## src/design/pvsd_pkg.sv

```systemverilog
package pvsd_pkg;

    // Sample and window sizing
    localparam int ACC_W      = 16;
    localparam int AVG_TAPS   = 5;
    localparam int TIME_BITS  = 40;
    localparam int COUNT_W    = 32;
    localparam int IDX_W      = (AVG_TAPS > 1) ? $clog2(AVG_TAPS) : 1;
    localparam int FILL_W     = $clog2(AVG_TAPS + 1);
    localparam int MAG_W      = ACC_W - 1 + FILL_W;
    localparam int SUM_W      = MAG_W + 1;

    // Reciprocal divide: floor(m / d) == (m * ceil(2^K / d)) >> K for m below 2^MAG_W
    localparam int RECIP_K    = MAG_W + FILL_W;
    localparam int RECIP_W    = RECIP_K + 1;
    localparam int PROD_W     = MAG_W + RECIP_W;
    localparam int RECIP_IDX  = 17;
    localparam int RECIP_IW   = 5;
    localparam int RECIP_ONE  = 2 ** RECIP_K;

    localparam logic [RECIP_W-1:0] RECIP_TABLE [RECIP_IDX] = '{
        RECIP_W'(0),
        RECIP_W'((RECIP_ONE + 0) / 1),
        RECIP_W'((RECIP_ONE + 1) / 2),
        RECIP_W'((RECIP_ONE + 2) / 3),
        RECIP_W'((RECIP_ONE + 3) / 4),
        RECIP_W'((RECIP_ONE + 4) / 5),
        RECIP_W'((RECIP_ONE + 5) / 6),
        RECIP_W'((RECIP_ONE + 6) / 7),
        RECIP_W'((RECIP_ONE + 7) / 8),
        RECIP_W'((RECIP_ONE + 8) / 9),
        RECIP_W'((RECIP_ONE + 9) / 10),
        RECIP_W'((RECIP_ONE + 10) / 11),
        RECIP_W'((RECIP_ONE + 11) / 12),
        RECIP_W'((RECIP_ONE + 12) / 13),
        RECIP_W'((RECIP_ONE + 13) / 14),
        RECIP_W'((RECIP_ONE + 14) / 15),
        RECIP_W'((RECIP_ONE + 15) / 16)
    };

    // Queue between front and back
    localparam int QUEUE_DEPTH = 2;
    localparam int QPTR_W      = (QUEUE_DEPTH > 1) ? $clog2(QUEUE_DEPTH) : 1;
    localparam int QCNT_W      = $clog2(QUEUE_DEPTH + 1);

    // Port sizing
    localparam int IN_USER_W   = 2;
    localparam int IN_DATA_W   = ((ACC_W + TIME_BITS + 7) / 8) * 8;
    localparam int OUT_BITS    = 2 + COUNT_W;
    localparam int OUT_DATA_W  = ((OUT_BITS + 7) / 8) * 8;
    localparam int CFG_IDX_W   = 3;
    localparam int CFG_DATA_W  = 16;

    // Sample source codes
    localparam logic [IN_USER_W-1:0] KIND_NONE    = 2'd0;
    localparam logic [IN_USER_W-1:0] KIND_LINEAR  = 2'd1;
    localparam logic [IN_USER_W-1:0] KIND_GRAVITY = 2'd2;

    // Register indexes
    typedef enum logic [CFG_IDX_W-1:0] {
        CFG_UP_PEAK    = 3'd0,
        CFG_DOWN_PEAK  = 3'd1,
        CFG_MIN_SWING  = 3'd2,
        CFG_MIN_PERIOD = 3'd3,
        CFG_MAX_PERIOD = 3'd4,
        CFG_MIN_GAP    = 3'd5
    } t_cfg_index;

    typedef struct packed {
        logic        [14:0] up_peak_level;
        logic signed [15:0] down_peak_level;
        logic        [15:0] min_swing;
        logic        [15:0] min_peak_period_ms;
        logic        [15:0] max_peak_period_ms;
        logic        [15:0] min_step_gap_ms;
    } t_cfg;

    typedef struct packed {
        logic signed [ACC_W-1:0]     z;
        logic        [TIME_BITS-1:0] t;
    } t_qword;

    typedef struct packed {
        logic               step_detected;
        logic               cycle_evaluated;
        logic [COUNT_W-1:0] step_count;
    } t_result;

    typedef enum logic [1:0] {
        FE_IDLE,
        FE_SUM,
        FE_MUL,
        FE_PUSH
    } t_fe_state;

    typedef enum logic [2:0] {
        BE_IDLE,
        BE_TRACK,
        BE_PERIOD,
        BE_PCHECK,
        BE_GCHECK,
        BE_EMIT
    } t_be_state;

    typedef enum logic [1:0] {
        PH_PEAK   = 2'd0,
        PH_VALLEY = 2'd1,
        PH_RISE   = 2'd2
    } t_phase;

endpackage

```

## src/design/pvsd_front.sv

```systemverilog
module pvsd_front (
    input  logic                                i_clk,
    input  logic                                i_rst_n,
    input  logic                                i_valid,
    output logic                                o_ready,
    input  logic [pvsd_pkg::IN_USER_W-1:0]      i_kind,
    input  logic signed [pvsd_pkg::ACC_W-1:0]   i_accel,
    input  logic [pvsd_pkg::TIME_BITS-1:0]      i_time,
    output logic                                o_push_valid,
    input  logic                                i_push_ready,
    output pvsd_pkg::t_qword                    o_push_word
);

    pvsd_pkg::t_fe_state r_state, n_state;

    logic signed [pvsd_pkg::ACC_W-1:0]  r_slot [2][pvsd_pkg::AVG_TAPS];
    logic [pvsd_pkg::IDX_W-1:0]         r_head [2];
    logic [pvsd_pkg::FILL_W-1:0]        r_fill [2];
    logic                               r_src;
    logic [pvsd_pkg::TIME_BITS-1:0]     r_time;
    logic [pvsd_pkg::IDX_W-1:0]         r_idx;
    logic signed [pvsd_pkg::SUM_W-1:0]  r_acc;
    logic [pvsd_pkg::PROD_W-1:0]        r_prod;
    logic                               r_neg;

    logic                               w_accept;
    logic                               w_active;
    logic                               w_src;
    logic [pvsd_pkg::FILL_W-1:0]        w_fill_cur;
    logic signed [pvsd_pkg::SUM_W-1:0]  w_abs;
    logic [pvsd_pkg::MAG_W-1:0]         w_mag;
    logic [pvsd_pkg::ACC_W-1:0]         w_quot;

    // Decode the source of the incoming word
    assign w_active   = (i_kind == pvsd_pkg::KIND_LINEAR) || (i_kind == pvsd_pkg::KIND_GRAVITY);
    assign w_src      = (i_kind == pvsd_pkg::KIND_GRAVITY);
    assign w_accept   = i_valid && (r_state == pvsd_pkg::FE_IDLE);
    assign w_fill_cur = r_fill[r_src];
    assign w_abs      = r_acc[pvsd_pkg::SUM_W-1] ? -r_acc : r_acc;
    assign w_mag      = w_abs[pvsd_pkg::MAG_W-1:0];
    assign w_quot     = r_prod[pvsd_pkg::RECIP_K +: pvsd_pkg::ACC_W];

    // Hand the averaged sample on to the queue
    assign o_push_word.z = r_neg ? -w_quot : w_quot;
    assign o_push_word.t = r_time;

    // State register
    always_ff @(posedge i_clk) begin
        if (!i_rst_n) begin
            r_state <= pvsd_pkg::FE_IDLE;
        end else begin
            r_state <= n_state;
        end
    end

    // Next state and handshake outputs
    always_comb begin
        n_state      = r_state;
        o_ready      = 1'b0;
        o_push_valid = 1'b0;
        case (r_state)
            pvsd_pkg::FE_IDLE: begin
                o_ready = 1'b1;
                if (i_valid) begin
                    n_state = w_active ? pvsd_pkg::FE_SUM : pvsd_pkg::FE_PUSH;
                end
            end
            pvsd_pkg::FE_SUM: begin
                if (r_idx == pvsd_pkg::IDX_W'(pvsd_pkg::AVG_TAPS - 1)) begin
                    n_state = pvsd_pkg::FE_MUL;
                end
            end
            pvsd_pkg::FE_MUL: begin
                n_state = pvsd_pkg::FE_PUSH;
            end
            pvsd_pkg::FE_PUSH: begin
                o_push_valid = 1'b1;
                if (i_push_ready) begin
                    n_state = pvsd_pkg::FE_IDLE;
                end
            end
            default: begin
                n_state = pvsd_pkg::FE_IDLE;
            end
        endcase
    end

    // Window pointers and fill counts
    always_ff @(posedge i_clk) begin
        if (!i_rst_n) begin
            r_head[0] <= '0;
            r_head[1] <= '0;
            r_fill[0] <= '0;
            r_fill[1] <= '0;
        end else if (w_accept && w_active) begin
            if (r_head[w_src] == pvsd_pkg::IDX_W'(pvsd_pkg::AVG_TAPS - 1)) begin
                r_head[w_src] <= '0;
            end else begin
                r_head[w_src] <= r_head[w_src] + 1'b1;
            end
            if (r_fill[w_src] != pvsd_pkg::FILL_W'(pvsd_pkg::AVG_TAPS)) begin
                r_fill[w_src] <= r_fill[w_src] + 1'b1;
            end
        end
    end

    // Store the sample, sum the filled taps one a cycle, then scale by the reciprocal
    always_ff @(posedge i_clk) begin
        if (w_accept) begin
            r_src  <= w_src;
            r_time <= i_time;
            r_idx  <= '0;
            r_acc  <= '0;
            r_prod <= '0;
            r_neg  <= 1'b0;
            if (w_active) begin
                r_slot[w_src][r_head[w_src]] <= i_accel;
            end
        end
        if (r_state == pvsd_pkg::FE_SUM) begin
            r_idx <= r_idx + 1'b1;
            if (pvsd_pkg::FILL_W'(r_idx) < w_fill_cur) begin
                r_acc <= r_acc + pvsd_pkg::SUM_W'(r_slot[r_src][r_idx]);
            end
        end
        if (r_state == pvsd_pkg::FE_MUL) begin
            r_prod <= w_mag * pvsd_pkg::RECIP_TABLE[pvsd_pkg::RECIP_IW'(w_fill_cur)];
            r_neg  <= r_acc[pvsd_pkg::SUM_W-1];
        end
    end

endmodule

```

## src/design/pvsd_queue.sv

```systemverilog
module pvsd_queue (
    input  logic             i_clk,
    input  logic             i_rst_n,
    input  logic             i_push_valid,
    output logic             o_push_ready,
    input  pvsd_pkg::t_qword i_push_word,
    output logic             o_pop_valid,
    input  logic             i_pop_ready,
    output pvsd_pkg::t_qword o_pop_word
);

    pvsd_pkg::t_qword             r_mem [pvsd_pkg::QUEUE_DEPTH];
    logic [pvsd_pkg::QPTR_W-1:0]  r_wr_ptr;
    logic [pvsd_pkg::QPTR_W-1:0]  r_rd_ptr;
    logic [pvsd_pkg::QCNT_W-1:0]  r_count;

    logic w_push;
    logic w_pop;

    assign o_push_ready = (r_count != pvsd_pkg::QCNT_W'(pvsd_pkg::QUEUE_DEPTH));
    assign o_pop_valid  = (r_count != '0);
    assign w_push       = i_push_valid && o_push_ready;
    assign w_pop        = i_pop_ready && o_pop_valid;
    assign o_pop_word   = r_mem[r_rd_ptr];

    // Advance pointers and occupancy
    always_ff @(posedge i_clk) begin
        if (!i_rst_n) begin
            r_wr_ptr <= '0;
            r_rd_ptr <= '0;
            r_count  <= '0;
        end else begin
            if (w_push) begin
                if (r_wr_ptr == pvsd_pkg::QPTR_W'(pvsd_pkg::QUEUE_DEPTH - 1)) begin
                    r_wr_ptr <= '0;
                end else begin
                    r_wr_ptr <= r_wr_ptr + 1'b1;
                end
            end
            if (w_pop) begin
                if (r_rd_ptr == pvsd_pkg::QPTR_W'(pvsd_pkg::QUEUE_DEPTH - 1)) begin
                    r_rd_ptr <= '0;
                end else begin
                    r_rd_ptr <= r_rd_ptr + 1'b1;
                end
            end
            if (w_push && !w_pop) begin
                r_count <= r_count + 1'b1;
            end else if (w_pop && !w_push) begin
                r_count <= r_count - 1'b1;
            end
        end
    end

    // Store the word
    always_ff @(posedge i_clk) begin
        if (w_push) begin
            r_mem[r_wr_ptr] <= i_push_word;
        end
    end

endmodule

```

## src/design/pvsd_back.sv

```systemverilog
module pvsd_back (
    input  logic              i_clk,
    input  logic              i_rst_n,
    input  pvsd_pkg::t_cfg    i_cfg,
    input  logic              i_pop_valid,
    output logic              o_pop_ready,
    input  pvsd_pkg::t_qword  i_word,
    output logic              o_res_valid,
    input  logic              i_res_ready,
    output pvsd_pkg::t_result o_res
);

    localparam int TB = pvsd_pkg::TIME_BITS;
    localparam int AW = pvsd_pkg::ACC_W;

    pvsd_pkg::t_be_state r_state, n_state;
    pvsd_pkg::t_phase    r_phase, n_phase;

    logic signed [AW-1:0]            r_peak, n_peak;
    logic signed [AW-1:0]            r_valley, n_valley;
    logic [TB-1:0]                   r_up_time, n_up_time;
    logic [TB-1:0]                   r_valley_time, n_valley_time;
    logic [TB-1:0]                   r_prev_up;
    logic                            r_first;
    logic [TB-1:0]                   r_last_step;
    logic [pvsd_pkg::COUNT_W-1:0]    r_count, n_count;

    logic signed [AW-1:0]            r_z;
    logic [TB-1:0]                   r_t;
    logic                            r_done, n_done;
    logic [TB:0]                     r_diff;
    logic                            r_period_ok;
    logic                            r_swing_ok;
    logic                            r_valid;
    logic                            r_out_valid;
    pvsd_pkg::t_result               r_out;

    logic                            w_out_free;
    logic                            w_emit;
    logic                            w_step;
    logic                            w_pair_first;
    logic [TB-1:0]                   w_later;
    logic [TB-1:0]                   w_earlier;
    logic signed [AW:0]              w_swing;
    logic                            w_above_up;
    logic                            w_below_down;
    logic [TB-1:0]                   w_span;
    logic                            w_span_ok;

    assign w_out_free  = !r_out_valid || i_res_ready;
    assign w_emit      = (r_state == pvsd_pkg::BE_EMIT) && w_out_free;
    assign w_step      = r_done && r_valid;
    assign o_res_valid = r_out_valid;
    assign o_res       = r_out;

    // Peak-to-peak span: valley difference on the first cycle or with no earlier peak
    assign w_pair_first = r_first || (r_prev_up == '0);
    assign w_later      = w_pair_first ? r_valley_time : r_up_time;
    assign w_earlier    = w_pair_first ? r_up_time : r_prev_up;
    assign w_swing      = (AW + 1)'(r_peak) - (AW + 1)'(r_valley);
    assign w_span       = r_diff[TB-1:0];
    assign w_span_ok    = !r_diff[TB]
                          && (w_span >= TB'(i_cfg.min_peak_period_ms))
                          && (w_span <= TB'(i_cfg.max_peak_period_ms));

    assign w_above_up   = $signed({r_z[AW-1], r_z}) > $signed({2'b00, i_cfg.up_peak_level});
    assign w_below_down = r_z < i_cfg.down_peak_level;

    // Tracker next values for one sample
    always_comb begin
        n_phase       = r_phase;
        n_peak        = r_peak;
        n_valley      = r_valley;
        n_up_time     = r_up_time;
        n_valley_time = r_valley_time;
        n_done        = 1'b0;
        case (r_phase)
            pvsd_pkg::PH_PEAK: begin
                if (w_above_up) begin
                    if (r_z < r_peak) begin
                        n_phase   = pvsd_pkg::PH_VALLEY;
                        n_up_time = r_t;
                        n_peak    = '0;
                    end else begin
                        n_peak = r_z;
                    end
                end
            end
            pvsd_pkg::PH_VALLEY: begin
                if (r_z > r_peak) begin
                    n_peak = r_z;
                end else if (w_below_down) begin
                    if (r_z > r_valley) begin
                        n_phase       = pvsd_pkg::PH_RISE;
                        n_valley_time = r_t;
                    end else begin
                        n_valley = r_z;
                    end
                end
            end
            pvsd_pkg::PH_RISE: begin
                if (r_z < r_valley) begin
                    n_valley      = r_z;
                    n_valley_time = r_t;
                end else if (!r_z[AW-1]) begin
                    n_done = 1'b1;
                end
            end
            default: begin
                n_phase = pvsd_pkg::PH_PEAK;
            end
        endcase
    end

    // Saturating step count after this sample
    always_comb begin
        n_count = r_count;
        if (w_step && (r_count != {pvsd_pkg::COUNT_W{1'b1}})) begin
            n_count = r_count + 1'b1;
        end
    end

    // State register
    always_ff @(posedge i_clk) begin
        if (!i_rst_n) begin
            r_state <= pvsd_pkg::BE_IDLE;
        end else begin
            r_state <= n_state;
        end
    end

    // Sequence one sample: track, check a finished cycle, emit
    always_comb begin
        n_state     = r_state;
        o_pop_ready = 1'b0;
        case (r_state)
            pvsd_pkg::BE_IDLE: begin
                o_pop_ready = 1'b1;
                if (i_pop_valid) begin
                    n_state = pvsd_pkg::BE_TRACK;
                end
            end
            pvsd_pkg::BE_TRACK: begin
                n_state = n_done ? pvsd_pkg::BE_PERIOD : pvsd_pkg::BE_EMIT;
            end
            pvsd_pkg::BE_PERIOD: begin
                n_state = pvsd_pkg::BE_PCHECK;
            end
            pvsd_pkg::BE_PCHECK: begin
                n_state = pvsd_pkg::BE_GCHECK;
            end
            pvsd_pkg::BE_GCHECK: begin
                n_state = pvsd_pkg::BE_EMIT;
            end
            pvsd_pkg::BE_EMIT: begin
                if (w_out_free) begin
                    n_state = pvsd_pkg::BE_IDLE;
                end
            end
            default: begin
                n_state = pvsd_pkg::BE_IDLE;
            end
        endcase
    end

    // Tracker and step state
    always_ff @(posedge i_clk) begin
        if (!i_rst_n) begin
            r_phase       <= pvsd_pkg::PH_PEAK;
            r_peak        <= '0;
            r_valley      <= '0;
            r_up_time     <= '0;
            r_valley_time <= '0;
            r_prev_up     <= '0;
            r_first       <= 1'b1;
            r_last_step   <= '0;
            r_count       <= '0;
        end else if (r_state == pvsd_pkg::BE_TRACK) begin
            r_phase       <= n_phase;
            r_peak        <= n_peak;
            r_valley      <= n_valley;
            r_up_time     <= n_up_time;
            r_valley_time <= n_valley_time;
        end else if (w_emit) begin
            r_count <= n_count;
            if (r_done) begin
                if (r_valid) begin
                    r_last_step <= r_t;
                end
                r_prev_up <= r_up_time;
                r_first   <= 1'b0;
                r_phase   <= pvsd_pkg::PH_PEAK;
                r_peak    <= '0;
                r_valley  <= '0;
            end
        end
    end

    // Working registers of the checks
    always_ff @(posedge i_clk) begin
        case (r_state)
            pvsd_pkg::BE_IDLE: begin
                r_z <= i_word.z;
                r_t <= i_word.t;
            end
            pvsd_pkg::BE_TRACK: begin
                r_done  <= n_done;
                r_valid <= 1'b0;
            end
            pvsd_pkg::BE_PERIOD: begin
                r_diff     <= {1'b0, w_later} - {1'b0, w_earlier};
                r_swing_ok <= w_swing >= $signed({1'b0, i_cfg.min_swing});
            end
            pvsd_pkg::BE_PCHECK: begin
                r_period_ok <= w_span_ok;
                r_diff      <= {1'b0, r_t} - {1'b0, r_last_step};
            end
            pvsd_pkg::BE_GCHECK: begin
                r_valid <= r_period_ok && r_swing_ok
                           && ((r_last_step == '0)
                               || (!r_diff[TB] && (w_span >= TB'(i_cfg.min_step_gap_ms))));
            end
            default: begin
            end
        endcase
    end

    // Output register
    always_ff @(posedge i_clk) begin
        if (!i_rst_n) begin
            r_out_valid <= 1'b0;
        end else if (w_emit) begin
            r_out_valid <= 1'b1;
        end else if (i_res_ready) begin
            r_out_valid <= 1'b0;
        end
    end

    always_ff @(posedge i_clk) begin
        if (w_emit) begin
            r_out.step_detected   <= w_step;
            r_out.cycle_evaluated <= r_done;
            r_out.step_count      <= n_count;
        end
    end

endmodule

```

## src/design/peak_valley_step_detector.sv

```systemverilog
// Each accepted word gives one result after passing the front end, the queue and the back
// end; the back end adds the period and gap checks when a peak/valley cycle completes.
// The front end takes one sample at a time, summing one tap a cycle while it averages,
// and holds a finished sample while the queue is full; absent samples skip the sum.
// The back end handles one sample at a time and runs behind a two-word queue.
// Reset is synchronous, active low: config returns to defaults; window fill counts,
// tracker state and the step count clear at once, with no clearing pass.
module peak_valley_step_detector (
    input  logic                                i_clk,
    input  logic                                i_rst_n,
    input  logic                                s_axis_tvalid,
    output logic                                s_axis_tready,
    // tdata: accel_z [15:0], timestamp_ms [55:16]
    input  logic [pvsd_pkg::IN_DATA_W-1:0]      s_axis_tdata,
    // tuser: kind [1:0]
    input  logic [pvsd_pkg::IN_USER_W-1:0]      s_axis_tuser,
    output logic                                m_axis_tvalid,
    input  logic                                m_axis_tready,
    // tdata: step_detected [0], cycle_evaluated [1], step_count [33:2], zero pad above
    output logic [pvsd_pkg::OUT_DATA_W-1:0]     m_axis_tdata,
    input  logic                                i_cfg_valid,
    output logic                                o_cfg_ready,
    input  logic [pvsd_pkg::CFG_IDX_W-1:0]      i_cfg_index,
    input  logic [pvsd_pkg::CFG_DATA_W-1:0]     i_cfg_data
);

    pvsd_pkg::t_cfg    r_cfg;
    pvsd_pkg::t_qword  w_push_word;
    pvsd_pkg::t_qword  w_pop_word;
    pvsd_pkg::t_result w_res;
    logic              w_push_valid;
    logic              w_push_ready;
    logic              w_pop_valid;
    logic              w_pop_ready;

    assign o_cfg_ready = 1'b1;

    // Configuration registers
    always_ff @(posedge i_clk) begin
        if (!i_rst_n) begin
            r_cfg.up_peak_level      <= 15'd307;
            r_cfg.down_peak_level    <= -16'sd256;
            r_cfg.min_swing          <= 16'd512;
            r_cfg.min_peak_period_ms <= 16'd250;
            r_cfg.max_peak_period_ms <= 16'd1500;
            r_cfg.min_step_gap_ms    <= 16'd300;
        end else if (i_cfg_valid) begin
            case (i_cfg_index)
                pvsd_pkg::CFG_UP_PEAK:    r_cfg.up_peak_level      <= i_cfg_data[14:0];
                pvsd_pkg::CFG_DOWN_PEAK:  r_cfg.down_peak_level    <= i_cfg_data;
                pvsd_pkg::CFG_MIN_SWING:  r_cfg.min_swing          <= i_cfg_data;
                pvsd_pkg::CFG_MIN_PERIOD: r_cfg.min_peak_period_ms <= i_cfg_data;
                pvsd_pkg::CFG_MAX_PERIOD: r_cfg.max_peak_period_ms <= i_cfg_data;
                pvsd_pkg::CFG_MIN_GAP:    r_cfg.min_step_gap_ms    <= i_cfg_data;
                default: begin
                end
            endcase
        end
    end

    // Averaging front end
    pvsd_front u_front (
        .i_clk        (i_clk),
        .i_rst_n      (i_rst_n),
        .i_valid      (s_axis_tvalid),
        .o_ready      (s_axis_tready),
        .i_kind       (s_axis_tuser),
        .i_accel      (s_axis_tdata[pvsd_pkg::ACC_W-1:0]),
        .i_time       (s_axis_tdata[pvsd_pkg::ACC_W +: pvsd_pkg::TIME_BITS]),
        .o_push_valid (w_push_valid),
        .i_push_ready (w_push_ready),
        .o_push_word  (w_push_word)
    );

    // Decoupling queue
    pvsd_queue u_queue (
        .i_clk        (i_clk),
        .i_rst_n      (i_rst_n),
        .i_push_valid (w_push_valid),
        .o_push_ready (w_push_ready),
        .i_push_word  (w_push_word),
        .o_pop_valid  (w_pop_valid),
        .i_pop_ready  (w_pop_ready),
        .o_pop_word   (w_pop_word)
    );

    // Peak tracker and step checks
    pvsd_back u_back (
        .i_clk       (i_clk),
        .i_rst_n     (i_rst_n),
        .i_cfg       (r_cfg),
        .i_pop_valid (w_pop_valid),
        .o_pop_ready (w_pop_ready),
        .i_word      (w_pop_word),
        .o_res_valid (m_axis_tvalid),
        .i_res_ready (m_axis_tready),
        .o_res       (w_res)
    );

    assign m_axis_tdata = pvsd_pkg::OUT_DATA_W'({w_res.step_count, w_res.cycle_evaluated,
                                                 w_res.step_detected});

    // The front end goes busy once it has taken a word
    a_front_busy: assert property (@(posedge i_clk) disable iff (!i_rst_n)
        (s_axis_tvalid && s_axis_tready) |=> !s_axis_tready)
        else $error("front end ready straight after taking a word");

    // A step is only reported on an evaluated cycle
    a_step_cycle: assert property (@(posedge i_clk) disable iff (!i_rst_n)
        (m_axis_tvalid && m_axis_tdata[0]) |-> m_axis_tdata[1])
        else $error("step reported without a completed cycle");

    // A word refused by a full queue is held by the front end
    a_push_hold: assert property (@(posedge i_clk) disable iff (!i_rst_n)
        (w_push_valid && !w_push_ready) |=> (w_push_valid && $stable(w_push_word)))
        else $error("front end dropped a word the queue refused");

endmodule
```

## config.mk

```make
export PLATFORM = sky130hd
export DESIGN_NAME = peak_valley_step_detector
export DESIGN_NICKNAME = d
export VERILOG_FILES = /design/src/design/pvsd_pkg.sv /design/src/design/pvsd_front.sv /design/src/design/pvsd_queue.sv /design/src/design/pvsd_back.sv /design/src/design/peak_valley_step_detector.sv
export SDC_FILE = /design/constraint.sdc
export NUM_CORES = 2
export LEC_CHECK = 0
export ABC_AREA = 1
export BUFFER_PORTS_ARGS = -buffer_cell sky130_fd_sc_hd__buf_2
export CELL_PAD_IN_SITES_DETAIL_PLACEMENT = 0
export CELL_PAD_IN_SITES_GLOBAL_PLACEMENT = 1
export CORE_MARGIN = 2
export CORE_UTILIZATION = 45
export DETAILED_ROUTE_END_ITERATION = 7
export GPL_TIMING_DRIVEN = 0
export PLACE_DENSITY_LB_ADDON = 0.2
export SKIP_CTS_REPAIR_TIMING = 1
export SYNTH_ARGS = -nofsm -noshare
export SYNTH_HDL_FRONTEND = slang
export SYNTH_SLANG_ARGS = --single-unit
```

## constraint.sdc

```tcl
create_clock -name i_clk -period 17.47 [get_ports i_clk]
set_clock_uncertainty 0.05 [all_clocks]
set_input_delay 1.747 -clock i_clk [delete_from_list [all_inputs] [get_ports i_clk]]
set_output_delay 1.747 -clock i_clk [all_outputs]
set_load 0.01 [all_outputs]
```

==> impl_metrics.yaml <==
run_status:
  run_status: "finished clean"
floorplan:
  die_w_um: 353
  std_cell_rows: 128
  die_h_um: 353
  num_io_pins: 125
  core_mm2: 0.121
  die_area_mm2: 0.125
  start_util: 0.452
grt:
  grt_start_max_net_pins: 43
  antenna_found_initial: 5
  overflow: 0
  globalRouteTotalUtil: 0.272
  grt_pass1_vias: 43800
  grt_pass1_wl_um: 259000
logic_synthesis:
  synth_seq_cells: 832
  syn_avg_cell_area_um2: 8.32
  async_flop_share: 0
  synth-edff-count: 480
  synthCells: 6589
  ys.flop_type: "edfxtp_1"
  yosys-top-cells-area: "edfxtp_1 26%, dfxtp_1 13%, fa_1 11%"
  synth_top_area_share: 0.263
  seq_area_frac_synth: 0.391
  ys_types: 60
  ys_warn_count: 0
  syn_area_mm2: 0.0548
  synth_top_area_cell: "edfxtp_1"
sta:
  finalSetupTns_ns: 0
  maxSlewViolCount: 0
  finalHoldViolCount: 0
  min_period_over_period: 0.581
  worst_pin_slew_ns: 1.32
  relSlewSlack: 0.120
  rsz0062_at_grt: "no"
  final-setup-viol-count: 0
  fmax_mhz: 98.5
  finalCriticalPeriod_ns: 10.15
cts:
  clock_path_buffers: 3
  htreeDepth: 3
  path_clk_slew_ns: 0.06
  clock_sinks: 832
  insertion_delay_ns: 0.74
  numCtsBuffers: 93
  cts_tree: "yes"
  clock-root-buffer: "clkbuf_16"
critical_path:
  cp.arrival_ns: 10.51
  reg2reg_to: "u_front.r_prod[28]"
  rrSetupSlack_ns: 7.32
  r2r_cells: 36
  critical_path_required_ns: 17.83
  path_common_cell: "inv_1"
  crit_path_max_incr_delay_ns: 0.92
  worstSetupStartpointType: "flop"
  path_class: "reg -> reg"
  slowest_stage: "nor2_1"
  crit_fanout: 10
  endpoint_kind: "flop"
placement:
  gp_congestion: 0.987
  dpl.hpwl_um: 138000
  placed_cells: 8350
  io_buffer_count: 116
routing:
  vias_per_cell: 5.26
  drc: 0
  first_pass_iters: 7
  dr.first_iter.drc_count: 3489
  wire_per_inst_um: 20.1
  wl_um: 171000
  ant_nets: 0
  vias: 44900
hold_path:
  min_path_cells: 0
  whs_endpoint: "u_queue.r_mem[1][39]"
  hp-start: "u_front.r_time[39]"
  hp-class: "reg -> reg"
cells_and_area:
  fin_cells: 8528
  area_growth_pct: 11.1
  design.final.nets: 7564
  drive_gt1_frac: 0.0583
  fillCellCount: 11900
flow_run:
  cap_viol_max_count: 0
## state kept, by name, summed over array words and instances (netlist names), 19 cells and up, named ones only
name and cells:
u_front.r_time 40, r_cfg 95, u_back.r_t 40, u_queue.r_mem 112, u_front.r_slot 160, u_back.r_prev_up 40, u_back.o_res 34, u_back.r_up_time 40
u_front.r_acc 19, u_back.r_count 32, u_back.r_last_step 40, u_back.r_valley_time 40, u_back.r_diff 41
## metal layers
| metal | vias up | global-route usage | wire (um) |
|---|---|---|---|
| li1 | 22000 | - | - |
| met4 | 2 | 0.0845 | 5140 |
| met3 | 223 | 0.0335 | 11100 |
| met2 | 1305 | 0.440 | 78300 |
| met5 | - | 0 | 7 |
| met1 | 21300 | 0.381 | 76500 |
## cells in the mapped netlist, types with 7 or more instances
master    number
o31ai_1       10
a21oi_1      541
nor4_1        39
o21bai_1      27
buf_4         12
clkbuf_1     158
o211ai_1      41
o21ai_2       18
o21ai_1       31
inv_1       1106
fa_1         302
dfxtp_1      352
o21a_1        12
or2_2         10
xor2_1        69
o221ai_1      23
clkinv_1       7
xnor2_1       19
mux2i_1       10
a211oi_1       8
o22ai_1        8
inv_2         10
a31oi_1       23
nand3b_1       7
ha_1         360
a21o_1        32
nor2_1       654
buf_2         21
o21ai_0      572
nand3_1      198
a31o_2         9
buf_6         10
buf_1         10
edfxtp_1     480
nand2_1     1252
nand4_1       47
nor3_1        59
## worst max path at each step
stage | startpoint | to | slack (ns) | cells after the start
after floorplan | flop | u_front.r_prod[28] | 10.26 | 36
after global placement | flop | u_front.r_prod[28] | 7.46 | 36
after detailed placement | flop | u_front.r_prod[28] | 7.45 | 36
after CTS | flop | u_front.r_prod[28] | 7.35 | 36
after global routing | flop | u_front.r_prod[28] | 6.88 | 36
final | flop | u_front.r_prod[28] | 7.32 | 36
## area by class of cell
cell class / instances / area [um^2] / area share
Multi-Input combinational cell: 4428 / 28300 / 0.464
Sequential cell: 832 / 21500 / 0.352
Inverter: 1123 / 4220 / 0.0692
Clock buffer: 122 / 2540 / 0.0416
Tap cell: 1625 / 2030 / 0.0334
Buffer: 211 / 938 / 0.0154
Timing Repair Buffer: 131 / 888 / 0.0146
Clock inverter: 52 / 541 / 0.00888
Antenna cell: 4 / 10.0 / 0.000164
## placed cells by master, fill, tap and decap left out, types with 198 or more instances in the layout
cell type	instances
fa_1	302
inv_1	1105
a21oi_1	541
nand2_1	1252
ha_1	360
dfxtp_1	352
nor2_1	640
nand3_1	198
o21ai_0	572
edfxtp_1	480
## critical path: cells and delay by family (launching register included)
family | cells | cell delay (ns)
AND/OR/NAND/NOR | 12 | 2.22
buffers and inverters | 13 | 2.52
flip-flops | 1 | 0.35
AO/OA/AOI/OAI | 3 | 1.10
adder cells (fa/ha/maj) | 8 | 3.59
## logic make-up (layout without fill, tap and decap cells)
kind of cell	count (synthesis)	count (layout)	share of synthesized area
flip-flops	832	832	0.391
adder cells (fa/ha/maj)	662	662	0.192
AO/OA/AOI/OAI	1371	1371	0.136
AND/OR/NAND/NOR	2290	2290	0.170
XOR/XNOR	88	88	0.0141
other	2	11	0.000137
buffers and inverters	1334	1639	0.0940
multiplexers	10	10	0.00183
## through the flow
| step | util | area, um^2 | worst slack, ns | hold slack, ns |
|---|---|---|---|---|
| detailed placement | 0.476 | 57800 | 7.45 | 0.380 |
| floorplan | - | 54800 | 10.26 | 0.371 |
| CTS | 0.502 | 60900 | 7.35 | 0.345 |
| global placement | 0.473 | 57500 | 7.46 | 0.373 |
| finish | 0.502 | 60900 | 7.32 | 0.348 |
| global route | 0.502 | 60900 | 6.88 | 0.348 |
Power is left out: the tool's default activity adds up to more than one toggle a clock period on the data nets, which glitch-free logic cannot reach.
